**src/cpf_pkg.sv**
```systemverilog
// Shared types and constants of the capture period frequency counter.
// No dependencies; every other file of the block imports this package.
package cpf_pkg;

	// Fixed field widths
	localparam int CAP_W = 16;
	localparam int FREQ_W = 28;
	localparam int PER_W = 16;
	localparam int CLK_W = 28;
	localparam int OUT_TDATA_W = 48;
	localparam int OUT_PAD_W = OUT_TDATA_W - FREQ_W - PER_W;

	// Divider sequencing: one quotient bit per step
	localparam int DIV_STEPS = FREQ_W;
	localparam int STEP_W = $clog2(DIV_STEPS + 1);

	// Configuration port
	localparam int APB_DATA_W = 32;
	localparam int ADDR_W = 3;
	localparam logic [ADDR_W-1:0] ADDR_CLOCK_HZ = 3'd0;
	localparam logic [CLK_W-1:0] CLOCK_RESET = 28'd42000000;

	// Input kinds carried on tuser
	localparam logic CMD_CAPTURE = 1'b0;
	localparam logic CMD_RESTART = 1'b1;

	// Job queue status seen by both sides
	typedef struct packed {
		logic full;
		logic empty;
	} q_stat_t;

	// One finished measurement
	typedef struct packed {
		logic [FREQ_W-1:0] freq;
		logic [PER_W-1:0]  period;
		logic              err;
	} res_t;

endpackage

```
**src/capture_period_frequency_counter_unit.sv**
```systemverilog
// Capture period frequency counter: each pair of capture items yields one result,
// clock_hz divided by the wrapped capture difference; restart drops a held capture.
// A front end takes items one per cycle while the two-entry job queue has room. The
// divider then loads a job, forms the quotient one bit per cycle and registers the
// result once the output register is free; it pops no new job until that result is
// registered. Equal captures skip the divide and give error with frequency and
// period zero.
// Depends on cpf_pkg, cpf_front, cpf_fifo and cpf_div.
module capture_period_frequency_counter_unit import cpf_pkg::*; #(
	parameter int COUNTER_WIDTH = 16
) (
	input  logic                   clk,
	input  logic                   arst_n,
	// input stream
	input  logic                   s_tvalid,
	output logic                   s_tready,
	input  logic [CAP_W-1:0]       s_tdata,   // [15:0] capture_value
	input  logic                   s_tuser,   // [0] command
	// output stream
	output logic                   m_tvalid,
	input  logic                   m_tready,
	output logic [OUT_TDATA_W-1:0] m_tdata,   // [27:0] frequency_hz, [43:28] period_ticks
	output logic                   m_tuser,   // [0] error
	// configuration
	input  logic                   psel,
	input  logic                   penable,
	input  logic                   pwrite,
	input  logic [ADDR_W-1:0]      paddr,
	input  logic [APB_DATA_W-1:0]  pwdata,
	output logic [APB_DATA_W-1:0]  prdata,
	output logic                   pready
);

	logic [CLK_W-1:0]     clock_hz_q;
	q_stat_t              q_stat;
	logic                 push;
	logic                 pop;
	logic [COUNTER_WIDTH:0] job_in;
	logic [COUNTER_WIDTH:0] job_out;
	res_t                 res;

	// Configuration register
	assign pready = 1'b1;
	assign prdata = (paddr == ADDR_CLOCK_HZ) ? APB_DATA_W'(clock_hz_q) : '0;

	always_ff @(posedge clk or negedge arst_n) begin
		if (!arst_n) begin
			clock_hz_q <= CLOCK_RESET;
		end else if (psel && penable && pwrite && pready && (paddr == ADDR_CLOCK_HZ)) begin
			clock_hz_q <= pwdata[CLK_W-1:0];
		end
	end

	cpf_front #(.CW(COUNTER_WIDTH)) u_front (
		.clk      (clk),
		.arst_n   (arst_n),
		.s_tvalid (s_tvalid),
		.s_tready (s_tready),
		.s_tdata  (s_tdata),
		.s_tuser  (s_tuser),
		.q_stat   (q_stat),
		.push     (push),
		.job      (job_in)
	);

	cpf_fifo #(.W(COUNTER_WIDTH + 1), .DEPTH(2)) u_fifo (
		.clk    (clk),
		.arst_n (arst_n),
		.push   (push),
		.wdata  (job_in),
		.pop    (pop),
		.rdata  (job_out),
		.q_stat (q_stat)
	);

	cpf_div #(.CW(COUNTER_WIDTH)) u_div (
		.clk      (clk),
		.arst_n   (arst_n),
		.q_stat   (q_stat),
		.job      (job_out),
		.pop      (pop),
		.clock_hz (clock_hz_q),
		.m_tvalid (m_tvalid),
		.m_tready (m_tready),
		.res      (res)
	);

	// Pack the result
	assign m_tdata = {{OUT_PAD_W{1'b0}}, res.period, res.freq};
	assign m_tuser = res.err;

	// An error result carries zero frequency
	a_err_freq: assert property (@(posedge clk) disable iff (!arst_n)
		m_tvalid && m_tuser |-> res.freq == '0)
		else $error("error result with nonzero frequency");

	// An error result carries zero period
	a_err_period: assert property (@(posedge clk) disable iff (!arst_n)
		m_tvalid && m_tuser |-> res.period == '0)
		else $error("error result with nonzero period");

	// A full queue stays full until the divider pops
	a_full_hold: assert property (@(posedge clk) disable iff (!arst_n)
		q_stat.full && !pop |=> q_stat.full)
		else $error("job queue lost an entry without a pop");

	// Only a job in the queue can be popped
	a_pop_nonempty: assert property (@(posedge clk) disable iff (!arst_n)
		pop |-> !q_stat.empty)
		else $error("pop from empty job queue");

endmodule

```
**src/cpf_front.sv**
```systemverilog
// Front end: accepts capture and restart items, pairs captures, forms the period.
// Depends on cpf_pkg; pushes one period job per completed pair into the job queue.
module cpf_front import cpf_pkg::*; #(
	parameter int CW = 16
) (
	input  logic             clk,
	input  logic             arst_n,
	input  logic             s_tvalid,
	output logic             s_tready,
	input  logic [CAP_W-1:0] s_tdata,   // [15:0] capture_value
	input  logic             s_tuser,   // [0] command
	input  q_stat_t          q_stat,
	output logic             push,
	output logic [CW:0]      job        // [CW-1:0] period, [CW] error
);

	logic          accept;
	logic [CW-1:0] cap_w;
	logic [CW-1:0] period_w;
	logic          have_first_q;
	logic [CW-1:0] first_q;

	// Take an item whenever the queue has room
	assign s_tready = !q_stat.full;
	assign accept = s_tvalid && s_tready;

	// Fit the capture to the counter width and take the wrapped difference
	assign cap_w = CW'(s_tdata);
	assign period_w = cap_w - first_q;

	assign push = accept && (s_tuser == CMD_CAPTURE) && have_first_q;
	assign job = {(period_w == '0), period_w};

	// Hold the first capture of a pair; drop it on restart or after the pair
	always_ff @(posedge clk or negedge arst_n) begin
		if (!arst_n) begin
			have_first_q <= 1'b0;
			first_q <= '0;
		end else if (accept) begin
			if (s_tuser == CMD_RESTART) begin
				have_first_q <= 1'b0;
				first_q <= '0;
			end else if (!have_first_q) begin
				have_first_q <= 1'b1;
				first_q <= cap_w;
			end else begin
				have_first_q <= 1'b0;
			end
		end
	end

endmodule

```
**src/cpf_fifo.sv**
```systemverilog
// Short job queue between the pairing front end and the divider.
// Depends on cpf_pkg for the status struct; entries are plain registers.
module cpf_fifo import cpf_pkg::*; #(
	parameter int W = 17,
	parameter int DEPTH = 2
) (
	input  logic         clk,
	input  logic         arst_n,
	input  logic         push,
	input  logic [W-1:0] wdata,
	input  logic         pop,
	output logic [W-1:0] rdata,
	output q_stat_t      q_stat
);

	localparam int PTR_W = (DEPTH > 1) ? $clog2(DEPTH) : 1;
	localparam int CNT_W = $clog2(DEPTH + 1);
	localparam logic [PTR_W-1:0] LAST = PTR_W'(DEPTH - 1);
	localparam logic [CNT_W-1:0] FULL_CNT = CNT_W'(DEPTH);

	logic [W-1:0]     mem_q [DEPTH];
	logic [PTR_W-1:0] wr_ptr_q;
	logic [PTR_W-1:0] rd_ptr_q;
	logic [CNT_W-1:0] cnt_q;
	logic             do_push;
	logic             do_pop;

	assign q_stat.full = (cnt_q == FULL_CNT);
	assign q_stat.empty = (cnt_q == '0);
	assign do_push = push && !q_stat.full;
	assign do_pop = pop && !q_stat.empty;
	assign rdata = mem_q[rd_ptr_q];

	// Store the pushed job
	always_ff @(posedge clk) begin
		if (do_push) begin
			mem_q[wr_ptr_q] <= wdata;
		end
	end

	// Advance pointers and occupancy
	always_ff @(posedge clk or negedge arst_n) begin
		if (!arst_n) begin
			wr_ptr_q <= '0;
			rd_ptr_q <= '0;
			cnt_q <= '0;
		end else begin
			if (do_push) begin
				wr_ptr_q <= (wr_ptr_q == LAST) ? '0 : wr_ptr_q + 1'b1;
			end
			if (do_pop) begin
				rd_ptr_q <= (rd_ptr_q == LAST) ? '0 : rd_ptr_q + 1'b1;
			end
			if (do_push && !do_pop) begin
				cnt_q <= cnt_q + 1'b1;
			end else if (do_pop && !do_push) begin
				cnt_q <= cnt_q - 1'b1;
			end
		end
	end

endmodule

```
**src/cpf_div.sv**
```systemverilog
// Back end: restoring divider for clock_hz / period and the result register.
// Depends on cpf_pkg; pops jobs from cpf_fifo and drives the output stream.
module cpf_div import cpf_pkg::*; #(
	parameter int CW = 16
) (
	input  logic             clk,
	input  logic             arst_n,
	input  q_stat_t          q_stat,
	input  logic [CW:0]      job,
	output logic             pop,
	input  logic [CLK_W-1:0] clock_hz,
	output logic             m_tvalid,
	input  logic             m_tready,
	output res_t             res
);

	typedef enum logic [1:0] {
		ST_IDLE,
		ST_RUN,
		ST_HOLD
	} state_t;

	state_t            state_q;
	logic [STEP_W-1:0] step_q;
	logic [CW-1:0]     div_q;
	logic              err_q;
	logic [CW-1:0]     rem_q;
	logic [FREQ_W-1:0] quo_q;
	logic              out_valid_q;
	res_t              out_q;

	logic [CW:0]       trial;
	logic              ge;
	logic [CW:0]       diff;
	logic              out_free;

	// One quotient bit per cycle: shift in the next dividend bit, try to subtract
	assign trial = {rem_q, quo_q[FREQ_W-1]};
	assign ge = (trial >= {1'b0, div_q});
	assign diff = trial - {1'b0, div_q};

	assign pop = (state_q == ST_IDLE) && !q_stat.empty;
	assign out_free = !out_valid_q || m_tready;
	assign m_tvalid = out_valid_q;
	assign res = out_q;

	always_ff @(posedge clk or negedge arst_n) begin
		if (!arst_n) begin
			state_q <= ST_IDLE;
			step_q <= '0;
			div_q <= '0;
			err_q <= 1'b0;
			rem_q <= '0;
			quo_q <= '0;
			out_valid_q <= 1'b0;
			out_q <= '0;
		end else begin
			// Drop the result once taken, unless a new one loads in its place
			if (out_valid_q && m_tready && (state_q != ST_HOLD)) begin
				out_valid_q <= 1'b0;
			end
			case (state_q)
				ST_IDLE: begin
					if (pop) begin
						div_q <= job[CW-1:0];
						err_q <= job[CW];
						rem_q <= '0;
						step_q <= '0;
						// Equal captures skip the divide and report zero
						quo_q <= job[CW] ? '0 : clock_hz;
						state_q <= job[CW] ? ST_HOLD : ST_RUN;
					end
				end
				ST_RUN: begin
					rem_q <= ge ? diff[CW-1:0] : trial[CW-1:0];
					quo_q <= {quo_q[FREQ_W-2:0], ge};
					step_q <= step_q + 1'b1;
					if (step_q == STEP_W'(DIV_STEPS - 1)) begin
						state_q <= ST_HOLD;
					end
				end
				ST_HOLD: begin
					if (out_free) begin
						out_q.freq <= quo_q;
						out_q.period <= PER_W'(div_q);
						out_q.err <= err_q;
						out_valid_q <= 1'b1;
						state_q <= ST_IDLE;
					end
				end
				default: begin
					state_q <= ST_IDLE;
				end
			endcase
		end
	end

endmodule

```
**config.mk**
```make
export PLATFORM = sky130hd
export DESIGN_NAME = capture_period_frequency_counter_unit
export DESIGN_NICKNAME = d
export VERILOG_FILES = /design/src/cpf_pkg.sv /design/src/capture_period_frequency_counter_unit.sv /design/src/cpf_front.sv /design/src/cpf_fifo.sv /design/src/cpf_div.sv
export SDC_FILE = /design/constraint.sdc
export NUM_CORES = 1
export LEC_CHECK = 0
export BUFFER_PORTS_ARGS = -buffer_cell sky130_fd_sc_hd__buf_2
export CAP_MARGIN = 20
export CORE_AREA = 2 2 141 177
export DETAILED_ROUTE_END_ITERATION = 7
export DIE_AREA = 0 0 143 179
export HOLD_SLACK_MARGIN = 0.1
export SLEW_MARGIN = 40
export SYNTH_ARGS = -nofsm -noshare
export SYNTH_HDL_FRONTEND = slang
export SYNTH_SLANG_ARGS = --single-unit
```
**constraint.sdc**
```tcl
create_clock -name clk -period 5.7 [get_ports clk]
set_clock_uncertainty 0.2 [all_clocks]
set_input_delay 0.57 -clock clk [delete_from_list [all_inputs] [get_ports clk]]
set_output_delay 0.57 -clock clk [all_outputs]
set_load 0.05 [all_outputs]
```
==> results.json <==
{
  "status": "complete, no violations",
  "slew_viol_final": 0,
  "ys_warn_count": 0,
  "power_density_mw_per_mm2": 607,
  "grt_pass1_wl_um": 32500,
  "hold_path_depth": 2,
  "hold_class": "input pin to flop",
  "maxSlewHeadroom_pct": 47.5,
  "cpPeakStageDelay_ns": 0.50,
  "drc": 0,
  "synth-seq-cells": 197,
  "worstHoldStart": "pwdata[6]",
  "overflow": 0,
  "multi_input_area_mm2": 0.00395,
  "n_antenna_cell": 0,
  "cts_max_level": 4,
  "place.gp.congestion": 0.814,
  "rows": 64,
  "routed_wl_um": 19900,
  "cts_sinks": 197,
  "critical_path_arrival_ns": 3.52,
  "cp_common_cell": "or4_1",
  "syn_to_final_growth_pct": 17.6,
  "io_pins": 143,
  "drtPass1Iterations": 4,
  "r2r_start": "u_front.first_q[0]",
  "avgSynthCellArea_um2": 11.3,
  "start_kind": "flop",
  "cp_slowest_cell": "or4b_1",
  "layout_common_cells": "dfrtp_1 (154), buf_2 (128), o21ai_0 (66)",
  "hold_viol_final": 0,
  "reg2reg_slack_ns": 2.24,
  "via_per_inst": 4.99,
  "dieWidth_um": 143,
  "synth_area_leaders": "dfrtp_1 (41%), edfxtp_1 (11%), mux2_2 (6.8%)",
  "layout_worst_path_cycle_share_pct": 60.8,
  "placed_cell_area_mm2": 0.0104,
  "synth_top_cell_by_area": "dfrtp_1",
  "cts_tree": "built",
  "maxCapViolations": 0,
  "rsz0062_at_grt": "no",
  "end_kind": "flop",
  "fp.coreArea_mm2": 0.0241,
  "hpwl_um": 13900,
  "period_minus_slack_ns": 3.46,
  "root_buffer": "clkbuf_16",
  "final_nets": 1049,
  "drt_iter0_markers": 225,
  "synth_top_area_share_pct": 41.0,
  "dieArea_mm2": 0.0256,
  "fmax_ghz": 0.289,
  "grt_max_degree": 70,
  "regArea_mm2": 0.00511,
  "wire_per_inst_um": 15.3,
  "cts_resized": 0,
  "track_usage_pct": 16.1,
  "ys_seq_area_share_pct": 54.4,
  "drive_above_1_share_pct": 25.9,
  "clk_pin_slew_ns": 0.07,
  "n_fill_cell": 2280,
  "final_common_cell": "dfrtp_1",
  "final_area_mm2": 0.0110,
  "ir_drop_v": 0.000246,
  "leakage_nw": 5.20,
  "synth_cells": 832,
  "timing.rr.end": "u_fifo.mem_q[0][16]",
  "grt_antenna_before_repair": 0,
  "vias": 6480,
  "tns_ns": 0,
  "start_util_pct": 39.0,
  "cp_data_required_time_ns": 5.75,
  "antenna_left": 0,
  "synth.distinct_cells": 57,
  "cts_buffer_depth": 2,
  "worst_slew_pin_slew_ns": 0.788,
  "io_buffers": 129,
  "critPathMaxFanout": 4,
  "worstRegToRegCells": 9,
  "postSynth.asyncResetShare_pct": 82.7,
  "synth_flop_cell": "dfrtp_1",
  "finalSetupViolCount": 0,
  "synth_edf_count": 34,
  "insertion_delay_ns": 0.43,
  "cp_cell_sequence": "ha_1 -> fa_1 -> nor2b_1 -> o31ai_2 -> a21boi_1 -> or4b_1 -> or4_1 -> or4_1 -> nor4b_2",
  "hold_slack_ns": 0.168,
  "path_class": "flop to flop",
  "grt_pass1_vias": 6435,
  "hold-path-endpoint": "clock_hz_q[6]",
  "die_y_um": 179,
  "total_power_mw": 6.71,
  "netlist_area_mm2": 0.00940,
  "cts_buffers": 17
}
==> stage by stage <==
step	setup WS [ns]	util, %	std cells
final	2.24	45.8	1298
after global routing	1.98	45.8	1298
after CTS	2.19	45.8	1298
after detailed placement	1.86	43.2	1265
after global placement	1.91	43.1	1264
after floorplan	2.20	-	839
==> sequential cells by signal (all words and copies together) (netlist names) <==
| name | cells |
|---|---|
| u_front.first_q | 16 |
| u_div.err_q | 1 |
| clock_hz_q | 28 |
| u_fifo.rd_ptr_q | 1 |
| u_div.state_q | 2 |
| u_div.res | 45 |
| u_div.rem_q | 16 |
| u_div.step_q | 5 |
| u_div.div_q | 16 |
| u_front.have_first_q | 1 |
| u_fifo.mem_q | 34 |
| u_div.m_tvalid | 1 |
| u_fifo.cnt_q | 2 |
| u_div.quo_q | 28 |
| u_fifo.wr_ptr_q | 1 |
==> cells by family (layout without fill, tap and decap cells) <==
group	Yosys count	count (layout)	share of synthesized area, %
fa+ha+maj	35	35	4.82
simple gates	214	214	11.1
flops	197	197	54.4
compound gates	176	176	12.9
other cells	2	9	0.0799
xor+xnor	31	31	2.89
buf+inv	92	221	4.05
mux	85	85	9.81
==> synth_stat cells, drive strengths merged, types with 8 or more instances <==
| library cell | number |
|---|---|
| nand3 | 12 |
| and3 | 19 |
| a22o | 18 |
| mux2 | 57 |
| ha | 33 |
| dfrtp | 154 |
| a221o | 16 |
| inv | 44 |
| dfstp | 9 |
| nor2 | 55 |
| o21a | 11 |
| clkbuf | 36 |
| edfxtp | 34 |
| mux2i | 28 |
| xor2 | 8 |
| o21ai | 67 |
| nand2 | 65 |
| buf | 12 |
| a21oi | 20 |
| and2 | 30 |
| xnor2 | 23 |
| a221oi | 11 |
==> worst max-delay path: cells and delay by family (launching register included) <==
| family | cells | cell delay, ns |
|---|---|---|
| compound gates | 2 | 0.28 |
| flops | 1 | 0.40 |
| fa+ha+maj | 2 | 0.61 |
| simple gates | 5 | 1.79 |
==> where the power goes <==
group	internal (mW)	switching [mW]	total, mW
clock	0.744	0.529	1.27
sequential	1.98	0.301	2.28
combinational	1.16	1.99	3.15
==> how the worst max path moves through the flow <==
stage | startpoint | end | depth (start not counted)
2_1_floorplan | s_tdata[0] | u_fifo.mem_q[0][16] | 10
3_3_place_gp | s_tdata[0] | u_fifo.mem_q[0][16] | 11
3_5_place_dp | s_tdata[0] | u_fifo.mem_q[1][16] | 11
4_1_cts | u_front.first_q[0] | u_fifo.mem_q[0][16] | 9
5_1_grt | u_div.div_q[1] | u_div.rem_q[15] | 11
6_report | u_front.first_q[0] | u_fifo.mem_q[0][16] | 9
==> metal layers <==
| layer | vias to the layer above | track usage [%] | routed length (um) | part of all wire (%) |
|---|---|---|---|---|
| li1 | 3191 | - | - | - |
| met1 | 3178 | 20.3 | 9080 | 46 |
| met2 | 95 | 28.0 | 9950 | 50 |
| met3 | 16 | 2.75 | 513 | 2.6 |
| met4 | 0 | 5.53 | 319 | 1.6 |
| met5 | - | 0 | 0 | 0 |
==> final cells by class <==
cell class	instances	share of cell area, %
Clock buffer	22	4.39
Clock inverter	10	1.30
Inverter	44	1.49
Multi-Input combinational cell	550	35.7
Sequential cell	197	46.3
Tap cell	330	3.74
Timing Repair Buffer	145	7.08
==> repair_timing <==
| action | 4_1_cts | 5_1_grt |
|---|---|---|
| endpoints found under the hold margin | 45 | 0 |
| setup buffers | 0 | 0 |
| hold buffers | 1 | 0 |
No activity file was read; power rests on OpenSTA's default activity.
